**src/vsfm_pkg.sv**
```systemverilog
// Package for the voxel surface face mask block: register indexes, class bits,
// face bit positions and the queued decision word. No dependencies.
`timescale 1ns / 1ps

package vsfm_pkg;

  // Configuration register indexes
  typedef enum logic [2:0] {
    REG_DIM_X       = 3'd0,
    REG_DIM_Y       = 3'd1,
    REG_DIM_Z       = 3'd2,
    REG_SOLID_VALUE = 3'd3,
    REG_EMPTY_VALUE = 3'd4
  } cfg_reg_t;

  localparam int CFG_IDX_W  = 3;
  localparam int CFG_DATA_W = 11;

  // Class bit positions of one window entry
  localparam int CLS_SOLID = 0;
  localparam int CLS_EMPTY = 1;

  // Face bit positions of the mask
  localparam int FACE_XP = 0;
  localparam int FACE_XM = 1;
  localparam int FACE_YP = 2;
  localparam int FACE_YM = 3;
  localparam int FACE_ZP = 4;
  localparam int FACE_ZM = 5;

  // Decision queue between the front and back parts
  localparam int FQ_DEPTH = 4;
  localparam int FQ_AW    = 2;
  localparam int FQ_CW    = 3;

  // One decided solid voxel: boundary flags and neighbor empty flags per face
  typedef struct packed {
    logic [7:0] pos_x;
    logic [7:0] pos_y;
    logic [9:0] pos_z;
    logic [5:0] at_bound;
    logic [5:0] nb_empty;
    logic       last;
  } face_item_t;

endpackage

```
**src/vsfm_fifo.sv**
```systemverilog
// Short decision queue between the front and back parts.
// Uses vsfm_pkg for the queued word and the depth constants.
`timescale 1ns / 1ps

module vsfm_fifo import vsfm_pkg::*; (
  input  logic             clk,
  input  logic             rst_n,
  input  logic             push_vld,
  input  face_item_t       push_item,
  input  logic             pop,
  output logic             head_vld,
  output face_item_t       head_item,
  output logic [FQ_CW-1:0] count
);

  face_item_t       slot_r [FQ_DEPTH];
  logic [FQ_AW-1:0] wptr_r, wptr_nxt;
  logic [FQ_AW-1:0] rptr_r, rptr_nxt;
  logic [FQ_CW-1:0] count_r, count_nxt;

  // Advance pointers and occupancy
  always_comb begin
    wptr_nxt  = push_vld ? wptr_r + FQ_AW'(1) : wptr_r;
    rptr_nxt  = pop ? rptr_r + FQ_AW'(1) : rptr_r;
    count_nxt = count_r + FQ_CW'(push_vld) - FQ_CW'(pop);
  end

  always_ff @(posedge clk) begin
    if (!rst_n) begin
      wptr_r  <= '0;
      rptr_r  <= '0;
      count_r <= '0;
    end else begin
      wptr_r  <= wptr_nxt;
      rptr_r  <= rptr_nxt;
      count_r <= count_nxt;
    end
  end

  // Store the pushed word
  always_ff @(posedge clk) begin
    if (push_vld) begin
      slot_r[wptr_r] <= push_item;
    end
  end

  assign head_vld  = (count_r != '0);
  assign head_item = slot_r[rptr_r];
  assign count     = count_r;

endmodule

```
**config.mk**
```make
export PLATFORM = sky130hd
export DESIGN_NAME = vsfm_fifo
export DESIGN_NICKNAME = d
export VERILOG_FILES = /design/src/vsfm_pkg.sv /design/src/vsfm_fifo.sv
export SDC_FILE = /design/constraint.sdc
export NUM_CORES = 1
export LEC_CHECK = 0
export ABC_AREA = 0
export BUFFER_PORTS_ARGS = -buffer_cell sky130_fd_sc_hd__clkbuf_2
export CORE_AREA = 3 3 115 117
export CTS_CLUSTER_SIZE = 10
export DETAILED_ROUTE_END_ITERATION = 16
export DIE_AREA = 0 0 118 120
export PLACE_DENSITY_LB_ADDON = 0.08
export SYNTH_ARGS = -nofsm -noshare
export SYNTH_HDL_FRONTEND = slang
export SYNTH_SLANG_ARGS = --single-unit
```
**constraint.sdc**
```tcl
create_clock -name clk -period 1.8 [get_ports clk]
set_input_delay 0.18 -clock clk [delete_from_list [all_inputs] [get_ports clk]]
set_output_delay 0.18 -clock clk [all_outputs]
set_load 0.01 [all_outputs]
```
-- After elaboration in Yosys (flattened, before gate mapping)
Memory sizes are Yosys's and may differ from the RTL's. A register that Yosys moved wholly into a read port is not among the register bits.
Cells that the tools add are included.
- flip-flop bits (word level): 7
- RAM bits: 156
- input port bits: 43
- output and inout port bits: 43
- word-level logic and storage cells: 13
- memories: 1
- memories (memory ; words ; bits a word ; rd ports ; clocked after memory_dff ; wr ports ; RTL line ; source):
    slot_r ; 4 ; 39 ; 1 ; 1 ; 1 ; vsfm_fifo.sv:16 ; face_item_t slot_r [FQ_DEPTH];
- add/subtract/negate cells: 4
- multiplexer cells: 4
- reduce and logical (&&, ||, !) cells: 1
- operators by type and width (kind ; count):
    2-bit by 1-bit adder with 2-bit output, second input constant ; 2
    2-bit 2-to-1 mux ; 2
    3-bit by 1-bit adder with 3-bit output ; 1
    3-bit nonzero test ; 1
    3-bit by 1-bit subtractor with 3-bit output ; 1
    1-bit 2-to-1 mux ; 2

-- Logic depth before layout (Yosys ltp)
- depth in word-level cells: 3
- mapped depth: 7

-- Worst setup path after synthesis
Ideal clock, no wire load.
- path type: register to register
- start: reg wptr_r[0]
- end: mem slot_r[2][0] (netlist name), enable pin
- library setup time: 0.400 ns
- arrival: 1.488 ns
- data required time: 1.400 ns
- setup slack: -0.088 ns
- stages on the path, launching flop included: 4
- buffers on the path: 0
- cell sequence: dfxtp_1 > inv_1 > ha_1 > and2_1
- RTL lines (element ; RTL line ; source):
    start: declaration ; vsfm_fifo.sv:17 ; logic [FQ_AW-1:0] wptr_r, wptr_nxt;
    start signal: assignment ; vsfm_fifo.sv:34 ; wptr_r <= wptr_nxt;
    end: declaration ; vsfm_fifo.sv:16 ;
Straight into the memory's write port.

==> flow_summary_export.csv <==
group,metric,value,unit
cells_and_area,fin_nets,446,
timing,fmax,532.7,MHz
cells_and_area,syn2layout_area_growth,29.50,%
yosys,ys_top_cells_by_area,"edfxtp_1 77%, mux4_2 15%, dfxtp_1 3.0%",
drt,dr.max_layer_used,"met4",
drt,wire_per_inst,17.89,µm
grt,grt_max_degree,24,
grt,grt_first_pass_wirelength,16860,µm
drt,wl_met2,5153,µm
yosys,synthArstFlopShare,0,
drt,drt_wl_total,10390,µm
clock_network,clockRootBuffer,"clkbuf_16",
timing,fin_crit_sh,1.043,
drt,postRouteAntennaNets,0,
clock_network,cts_buffers,17,
timing,rsz0062_at_grt,"yes",
clock_network,cts_max_level,4,
timing,hold_viol_final,0,
timing,fin_ws,-0.07730,ns
critical_path,regToRegSetupSlack,0.19,ns
clock_network,clock_latency,0.41,ns
power_and_ir_drop,power_frac_comb,0.107,
power_and_ir_drop,p_int,7.219,mW
yosys,synth_top_area_cell,"edfxtp_1",
grt,grt_pass1_vias,3085,
drt,drt_iter0_drc,196,
yosys,synth-seq-area-share,0.8033,
min_path,hold_class,"primary input to flip-flop",
drt,drt_pass1_iterations,4,
placement,portBuffers,85,
yosys,yosys_warnings,0,
die,design.core.area,12470,µm²
yosys,syn_nets,295,
yosys,ys.flop_type,"edfxtp_1",
clock_network,path_clk_slew,0.06,ns
yosys,synthCells,245,
die,io_pins,86,
yosys,synth_common_cells,"156 x edfxtp_1, 39 x mux4_2, 9 x dfxtp_1, 7 x inv_1",
drt,met3_length,449,µm
die,start_util,0.4858,
power_and_ir_drop,leakage,2.767,nW
die,chipHeight,120,µm
timing,period_needed,1.877,ns
drt,vias,2891,
power_and_ir_drop,power.switching,1.855,mW
die,dieArea,14160,µm²
die,rows,41,
placement,hpwl,6283,µm
clock_network,cts_tree,"yes",
job,maxCapViolCount,0,
power_and_ir_drop,clockPowerShare,0.400,
critical_path,worstSetupEndpointType,"primary output",
timing,report.final.slew_viol_count,0,
drt,drc,0,
power_and_ir_drop,p_sw_frac,0.2044,
timing,slew_headroom,0.7648,
clock_network,clockBufferDepth,2,
outcome,outcome,"finished with violations",
yosys,ys_ff_latch,165,
cells_and_area,diodes,0,
cells_and_area,drive_gt1_frac,0.4230,
yosys,synth.avg_cell_area,24.72,µm²
die,dieWidth,118,µm
yosys,syn-cell-area,6056,µm²
drt,drt-met1-wl,4616,µm
power_and_ir_drop,power_density,1157,nW/µm²
yosys,synth_cell_types,19,
grt,grt_util_all_layers,0.1606,
yosys,post-synth-top-count-cell,"edfxtp_1",
critical_path,cp_slowest_cell,"mux4_2",
placement,dpl-instance-area,6829,µm²
grt,antenna_found_initial,0,
clock_network,clkSinkCount,165,
critical_path,cp_data_required_time,1.62,ns
critical_path,cp.arrival,1.70,ns
drt,via_per_inst,4.976,
critical_path,startpoint_type,"flip-flop",
power_and_ir_drop,vdd_drop_max,0.0006624,V
timing,worst_pin_slew,0.3528,ns
critical_path,cp_slowest_stage_delay,0.53,ns
outcome,violations,"negative setup slack",
timing,setup_viol_count_final,31,
yosys,synth_enable_flop_cells,156,
timing,finClkSkew,0.004100,ns
power_and_ir_drop,p_seq_frac,0.493,
yosys,synth_top_area_share,0.7736,
critical_path,crit_type,"flip-flop to primary output",
critical_path,critPathMaxFanout,16,
grt,grt_remaining_overflow,0,
power_and_ir_drop,p_total,9.073,mW
critical_path,path_cells,"buf_12 -> mux4_2 -> clkbuf_2",
placement,gp_congestion,0.6723,
cells_and_area,finish.instance_area,7843,µm²
-- state kept, by name, indices dropped and copies added, names as in the netlist, named ones only --
name and flops:
slot_r 156, count 3, rptr_r 2, wptr_r 2
-- kinds of logic after synthesis --
kind of cell	after synthesis	share of synthesized area
buffers and inverters	15	0.01343
and+or+nand+nor	13	0.01157
muxes	40	0.1467
xor gates and xnor gates	3	0.006818
AOI/OAI and AO/OA	2	0.002479
adders and majority gates	7	0.01570
DFF	165	0.8033
-- power groups by stage --
stage	sequential, mW	clock (mW)	combinational, mW
after floorplan	4.54	0	0.531
after global placement	4.55	0	0.898
after detailed placement	4.56	0	0.910
after CTS	4.48	3.72	0.988
after global routing	4.49	3.88	1.06
final	4.47	3.63	0.969
-- cell usage in the layout (no fill, tap or decap), types with 2 or more instances in the layout --
cell type and count:
clkinv_2 3, mux4_2 39, buf_4 9, inv_1 7, buf_12 6, clkinvlp_4 2, and2_1 2, xnor2_1 2
clkbuf_16 17, and2_2 4, nor2_1 5, dlygate4sd3_1 39, clkbuf_1 4, bufinv_16 4, clkbuf_2 84, edfxtp_1 156
dfxtp_1 7, clkinv_1 2, ha_1 6
-- timing repair --
item	in CTS	in global routing
setup buffers	1	1
hold endpoints to repair	154	0
resized for setup	2	2
hold buffers	39	0
endpoints found under the setup margin	37	38
-- worst max-delay path: cells and delay by family, from the launching register on --
family | cells | cell delay [ns]
buffers and inverters | 2 | 0.34
DFF | 1 | 0.40
muxes | 1 | 0.53
-- stage by stage --
step	util	hold slack, ns	setup TNS, ns	worst slack, ns	instances
6_report	0.6291	0.03731	-1.382	-0.07730	581
4_1_cts	0.6282	0.01327	-3.126	-0.1229	580
3_3_place_gp	0.5478	0.3970	0	0.2403	508
5_1_grt	0.6291	0.01974	-4.363	-0.1666	581
2_1_floorplan	-	0.2789	0	0.2173	245
3_5_place_dp	0.5478	0.4019	0	0.1844	508
-- final timing paths --
| kind | startpoint | to | cells past startpoint |
|---|---|---|---|
| worst max register to register | count[0] | count[2] | 7 |
| worst min register to register | rptr_r[0] | flip-flop | 2 |
| worst max-delay path | flip-flop | head_item[30] | 3 |
| worst min-delay path | push_item[1] | slot_r[2][1] | 1 |
-- layout make-up --
type,count,area [µm²]
Timing Repair Buffer,140,1018
Sequential cell,165,4870
Inverter,7,26.28
Fill cell,901,4623
Tap cell,172,215.2
Clock inverter,11,157.7
Multi-Input combinational cell,65,1115
Clock buffer,21,440.4
-- layer usage --
layer	track usage	up-vias
li1	-	1323
met5	0	-
met2	0.2508	64
met4	0.06081	0
met3	0.05702	15
met1	0.2101	1489
Power figures use the tool's default switching activity.
