[config.mk]
export PLATFORM = sky130hd
export DESIGN_NAME = vsfm_back
export DESIGN_NICKNAME = d
export VERILOG_FILES = /design/src/vsfm_pkg.sv /design/src/vsfm_back.sv
export SDC_FILE = /design/constraint.sdc
export NUM_CORES = 1
export LEC_CHECK = 0
export BUFFER_PORTS_ARGS = -buffer_cell sky130_fd_sc_hd__buf_2
export CORE_MARGIN = 8
export CORE_UTILIZATION = 39
export DETAILED_ROUTE_END_ITERATION = 16
export GPL_ROUTABILITY_DRIVEN = 0
export PLACE_DENSITY = 0.89
export RECOVER_POWER = 100
export SYNTH_ARGS = -nofsm -noshare
export SYNTH_HDL_FRONTEND = slang
export SYNTH_SLANG_ARGS = --single-unit
[constraint.sdc]
create_clock -name clk -period 4.9 [get_ports clk]
set_input_delay 0.98 -clock clk [delete_from_list [all_inputs] [get_ports clk]]
set_output_delay 0.98 -clock clk [all_outputs]
set_load 0.02 [all_outputs]
[src/vsfm_pkg.sv]
// Package for the voxel surface face mask block: register indexes, class bits,
// face bit positions and the queued decision word. No dependencies.
`timescale 1ns / 1ps

package vsfm_pkg;

  // Configuration register indexes
  typedef enum logic [2:0] {
    REG_DIM_X       = 3'd0,
    REG_DIM_Y       = 3'd1,
    REG_DIM_Z       = 3'd2,
    REG_SOLID_VALUE = 3'd3,
    REG_EMPTY_VALUE = 3'd4
  } cfg_reg_t;

  localparam int CFG_IDX_W  = 3;
  localparam int CFG_DATA_W = 11;

  // Class bit positions of one window entry
  localparam int CLS_SOLID = 0;
  localparam int CLS_EMPTY = 1;

  // Face bit positions of the mask
  localparam int FACE_XP = 0;
  localparam int FACE_XM = 1;
  localparam int FACE_YP = 2;
  localparam int FACE_YM = 3;
  localparam int FACE_ZP = 4;
  localparam int FACE_ZM = 5;

  // Decision queue between the front and back parts
  localparam int FQ_DEPTH = 4;
  localparam int FQ_AW    = 2;
  localparam int FQ_CW    = 3;

  // One decided solid voxel: boundary flags and neighbor empty flags per face
  typedef struct packed {
    logic [7:0] pos_x;
    logic [7:0] pos_y;
    logic [9:0] pos_z;
    logic [5:0] at_bound;
    logic [5:0] nb_empty;
    logic       last;
  } face_item_t;

endpackage

[src/vsfm_back.sv]
// Back part: builds the face mask from queued decisions, drops empty masks and
// holds the result word in the output register. Uses vsfm_pkg.
`timescale 1ns / 1ps

module vsfm_back import vsfm_pkg::*; (
  input  logic       clk,
  input  logic       rst_n,
  input  logic       head_vld,
  input  face_item_t head_item,
  output logic       pop,
  output logic       out_valid,
  input  logic       out_stall,
  output logic [7:0] out_pos_x,
  output logic [7:0] out_pos_y,
  output logic [9:0] out_pos_z,
  output logic [5:0] out_face_mask,
  output logic       out_volume_end
);

  logic       out_valid_r, out_valid_nxt;
  logic [7:0] pos_x_r;
  logic [7:0] pos_y_r;
  logic [9:0] pos_z_r;
  logic [5:0] mask_r;
  logic       end_r;
  logic [5:0] mask;
  logic       take;

  // A face shows where the neighbor is air or outside the volume
  assign mask = head_item.at_bound | head_item.nb_empty;

  // Load when the output register is free or being drained
  assign take = !out_valid_r || !out_stall;
  assign pop  = head_vld && take;

  always_comb begin
    out_valid_nxt = out_valid_r;
    if (take) begin
      out_valid_nxt = head_vld && (mask != '0);
    end
  end

  always_ff @(posedge clk) begin
    if (!rst_n) begin
      out_valid_r <= 1'b0;
    end else begin
      out_valid_r <= out_valid_nxt;
    end
  end

  always_ff @(posedge clk) begin
    if (pop) begin
      pos_x_r <= head_item.pos_x;
      pos_y_r <= head_item.pos_y;
      pos_z_r <= head_item.pos_z;
      mask_r  <= mask;
      end_r   <= head_item.last;
    end
  end

  assign out_valid      = out_valid_r;
  assign out_pos_x      = pos_x_r;
  assign out_pos_y      = pos_y_r;
  assign out_pos_z      = pos_z_r;
  assign out_face_mask  = mask_r;
  assign out_volume_end = end_r;

endmodule

Word-level counts from Yosys, hierarchy flattened
Cells that the tools add are included.

word-level totals
  register bits after elaboration = 34
  input bits = 43

cells by class
  bitwise logic cells = 1
  reduce and logical (&&, ||, !) cells = 6

operators by type and width
  operator           count
  $or 6x6->6         1
  $reduce_bool 6->1  1
  $logic_and 1x1->1  2
  $logic_not 1->1    2
  $logic_or 1x1->1   1

Longest topological paths before layout
  word-level depth = 3
  depth in mapped cells = 3

Least setup slack after synthesis
Ideal clock, no wire load.

  kind = input to output
  start point = input head_vld
  end point = output pop
  arrival = 3.851 ns
  data required time = 3.920 ns
  setup slack = 0.069 ns
  stages on the path = 1
  cell sequence = a21boi_0

on the way
  word-level cells in the longest chain between the ends = 1

RTL lines
  element            line             text
  start, declared    vsfm_back.sv:8   input logic head_vld,
  $logic_and 1x1->1  vsfm_back.sv:34  assign pop = head_vld && take;
  end, declared      vsfm_back.sv:10  output logic pop,

No other way between the ends.

Worst setup path in the final report
  start point = input out_stall
  end point = register pos_x_r[4] (netlist: out_pos_x[4]) (enable)

on the way
  word-level cells in the longest chain between the ends = 3

RTL lines
  element               line             text
  start, declared       vsfm_back.sv:12  input logic out_stall,
  $logic_not 1->1       vsfm_back.sv:33  assign take = !out_valid_r || !out_stall;
  $logic_or 1x1->1      vsfm_back.sv:33
  $logic_and 1x1->1     vsfm_back.sv:34
  end signal, assigned  vsfm_back.sv:53  pos_x_r <= head_item.pos_x;
  end, declared         vsfm_back.sv:21  logic [7:0] pos_x_r;

No other way between the ends.
A chain may end at the register's enable or synchronous reset.

==> results.txt <==
* Result of the run: complete, but fails checks
- Violations in the final reports: max-capacitance violations, max-slew violations
- Placement Setup Slack: around 2.5 ns
* Vias per cell: ~4.5
- For the worst setup path, the data arrival time is about 2.6 ns.
- Wires add up to approximately 2600 um.
- Startpoint of the worst hold path: out_valid
* Count of mapped cells out of synthesis: 45
- Core Region: 2710 um2
- Yosys instantiated no cell more often than sky130_fd_sc_hd__edfxtp_1.
* Final hold violations: 0
- For this design, the CTS-stage hold fixing added 0 buffers.
- Clock power share: 0.277
- Setup repair after global routing left no endpoint under its margin.
- In this run the tightest slew margin relative to its limit is -0.137.
- Count of cells along the worst register-to-register path: 2
- Before antenna repair, the detailed router went through 4 iterations.
* Comb power frac: 0.108
- After synthesis, the most frequently instantiated cells are 33 x sky130_fd_sc_hd__edfxtp_1, 3 x sky130_fd_sc_hd__or2_2, 2 x sky130_fd_sc_hd__or2_1.
- The detail route stage leaves a number of antenna-violating nets equal to 0.
* Final non-filler cell area: 1530 um2
- Gr ovfl total: 0
- Counting the buffers created by CTS gives 5.
- The clock period could shrink to 2.72 ns.
* Dominant cells by area after synthesis: sky130_fd_sc_hd__edfxtp_1 91%, sky130_fd_sc_hd__dfxtp_1 1.8%, sky130_fd_sc_hd__or2_2 1.7%
* Reg2Reg Capture Point: out_pos_x[4]
- Synthesized netlist net count: just under 90
- Placed Instance Area: 1530 um2
- After detailed placement, the design holds a cell count of between 150 and 200.
- Number of antenna violations at the first check in global routing: 0
- Overall die area: approximately 4700 um2
* Max frequency: around 370 MHz
* Clk Tree Root Cell: sky130_fd_sc_hd__clkbuf_4
- Fraction of layout cells with a size suffix above 1: 0.389
* CTS clk-pin slew, worst paths: 0.10 ns
- Averaged over all synthesized cells, the footprint is roughly 24 um2.
- The repair_antennas step left the layout with diodes totalling 0.
- Input and output buffers added on the ports amount to 77.
- Hold Crit Depth: 2
- Internal power: roughly 430 uW
- For this design the total switching power over the nets is around 130 uW.
- After detailed routing, the number of remaining DRC violations is 0.
* R2R Setup Slk: ~2.6 ns
* Total setup violations reported at the end of the flow: 0
- TritonCTS built the clock tree.
- The number of different library cells used by synthesis comes to 10.
- Transition time of the tightest slew-check pin: between 1.5 and 2 ns
- Entering global routing, the biggest net connects 34 pins.
- Switching Share: 0.232
- Dividing total power by cell area gives a power density of roughly 360 nW/um2.
* Final core utilization: 0.566
- Relative area change from synthesis to final layout: 40.6%
* Library cell occupying the most area in the post-synthesis netlist: sky130_fd_sc_hd__edfxtp_1
* Share of flip-flops with an asynchronous set or reset: 0
- Yosys reg bits: 34
- Crit path max fanout: 33
* Non-filler instance count after layout: between 150 and 200
* Path category of the worst min-delay check: flip-flop to flip-flop
- For this block, the via count after detailed routing is 722.
- Clk sink count: 34
- CTS-repair resized insts: 0
- Number of filler cells placed in the layout: around 260
- Across the run, the number of max-cap violations was 1.
- Worst hold margin: approximately 0.66 ns
* Setup bufs post-CTS: 0
- Summing internal, switching and leakage power gives approximately 560 uW.
- Worst hold endpoint: out_valid
- On the final layout, the worst clock skew is roughly 0.0099 ns.
- The H-tree was split into 2 levels.
- Of the total power, registers draw 0.615.
* I/O pin cnt: 78
* Height of the chip: 68.9 um
- The number of global-route vias before repair is approximately 830.
- Row count: 19
* Die boundary width: between 60 and 70 um
* Fraction of the cycle the final worst path needs: 0.554
- Of the post-synthesis cell area, the dominant cell type holds 0.909.
- The analysis attributes to cell leakage a power of approximately 0.58 nW.
* Average wire per standard cell: approximately 16 um
- Counting along the longest clock path gives a buffer depth of 2.
* Required time of the worst setup path: between 4 and 5 ns
- Initial DRC Count: 16
* First-pass GRT wire length: between 3000 and 4000 um
- Warnings, synthesis: 0
* Clock Latency Late Sink: roughly 0.32 ns
- Counting flops with a built-in enable in the synthesized netlist gives 33.
- For this run, the total global-route usage over all layers was measured as 0.112.
* Critical Setup Path Class: input pin to flip-flop
- Kind of start point of the critical path: input pin
- For this run, the register share of the synthesized area comes to 0.928.
- Once routing completed, OpenROAD measured the worst setup slack at around 2.2 ns.
- Nets@finish: 173
- Total standard cell area after synthesis: 1090 um2
- The initial utilization of the core area, before any placement, comes to 0.402.
- Crit path capture type: flip-flop
- Final-layout setup total negative slack: 0 ns
- For this run, the leading register cell type out of synthesis is sky130_fd_sc_hd__edfxtp_1.
- Launch instance of the worst register-to-register path: out_valid
* Peak supply drop: between 0.2 and 0.25 mV
- Pins Over Slew Limit: 34
[layer usage]
metal  vias up  global-route usage  routed length (um)
li1        347                   -                   -
met1       315               0.115                 911
met2        58               0.169                1220
met3         2              0.0808                 418
met4         0              0.0526                  12
met5         -                   0                   0
[worst max-delay path by stage]
stage / from / endpoint / slack, ns / cells after the start
after floorplan: head_vld / pop / 0.07 / 1
after global placement: out_stall / pop / 2.48 / 3
after detailed placement: out_stall / pop / 2.47 / 3
after CTS: out_stall / pop / 2.47 / 3
after global routing: out_stall / out_pos_y[2] / 2.01 / 3
final: out_stall / out_pos_x[4] / 2.18 / 3
[kinds of logic (layout without fill, tap and decap cells)]
logic type / count (synthesis) / count (layout) / synth area share
compound gates: 4 / 4 / 0.0321
buf+inv: 0 / 86 / 0
flops: 34 / 34 / 0.928
simple gates: 7 / 7 / 0.0402
[critical path, cell delays in order]
cell,delay [ns]
sky130_fd_sc_hd__clkbuf_1,0.10
sky130_fd_sc_hd__a21boi_0,0.27
sky130_fd_sc_hd__clkbuf_1,1.27
[cell type report]
class / instances / area (um2) / share of cell area
multi-input combinational: 11 / 78.8 / 0.0514
tap: 31 / 38.8 / 0.0253
clock inverter: 1 / 5.00 / 0.00327
sequential: 34 / 1010 / 0.660
clock buffer: 7 / 55.1 / 0.0359
timing repair buffer: 78 / 344 / 0.224
[cells in the final DEF (no fill, tap or decap), drive strengths merged]
cell     n
buf     41
edfxtp  33
a2111o   1
clkbuf  44
nor2b    1
clkinv   1
a21oi    1
dfxtp    1
o41a     1
a21boi   1
or2      6
[sequential cells by signal (all words and copies together), names as in the netlist]
name	cells
out_pos_z	10
out_pos_x	8
out_pos_y	8
out_face_mask	6
out_valid	1
out_volume_end	1
[power groups by stage]
stage          sequential, mW  combinational, mW  clock (mW)
4_1_cts                 0.343             0.0676       0.160
5_1_grt                 0.345             0.0653       0.172
3_5_place_dp            0.349             0.0677           0
6_report                0.343             0.0602       0.154
3_3_place_gp            0.348             0.0655           0
2_1_floorplan           0.372            0.00928           0
Power figures use the tool's default switching activity.
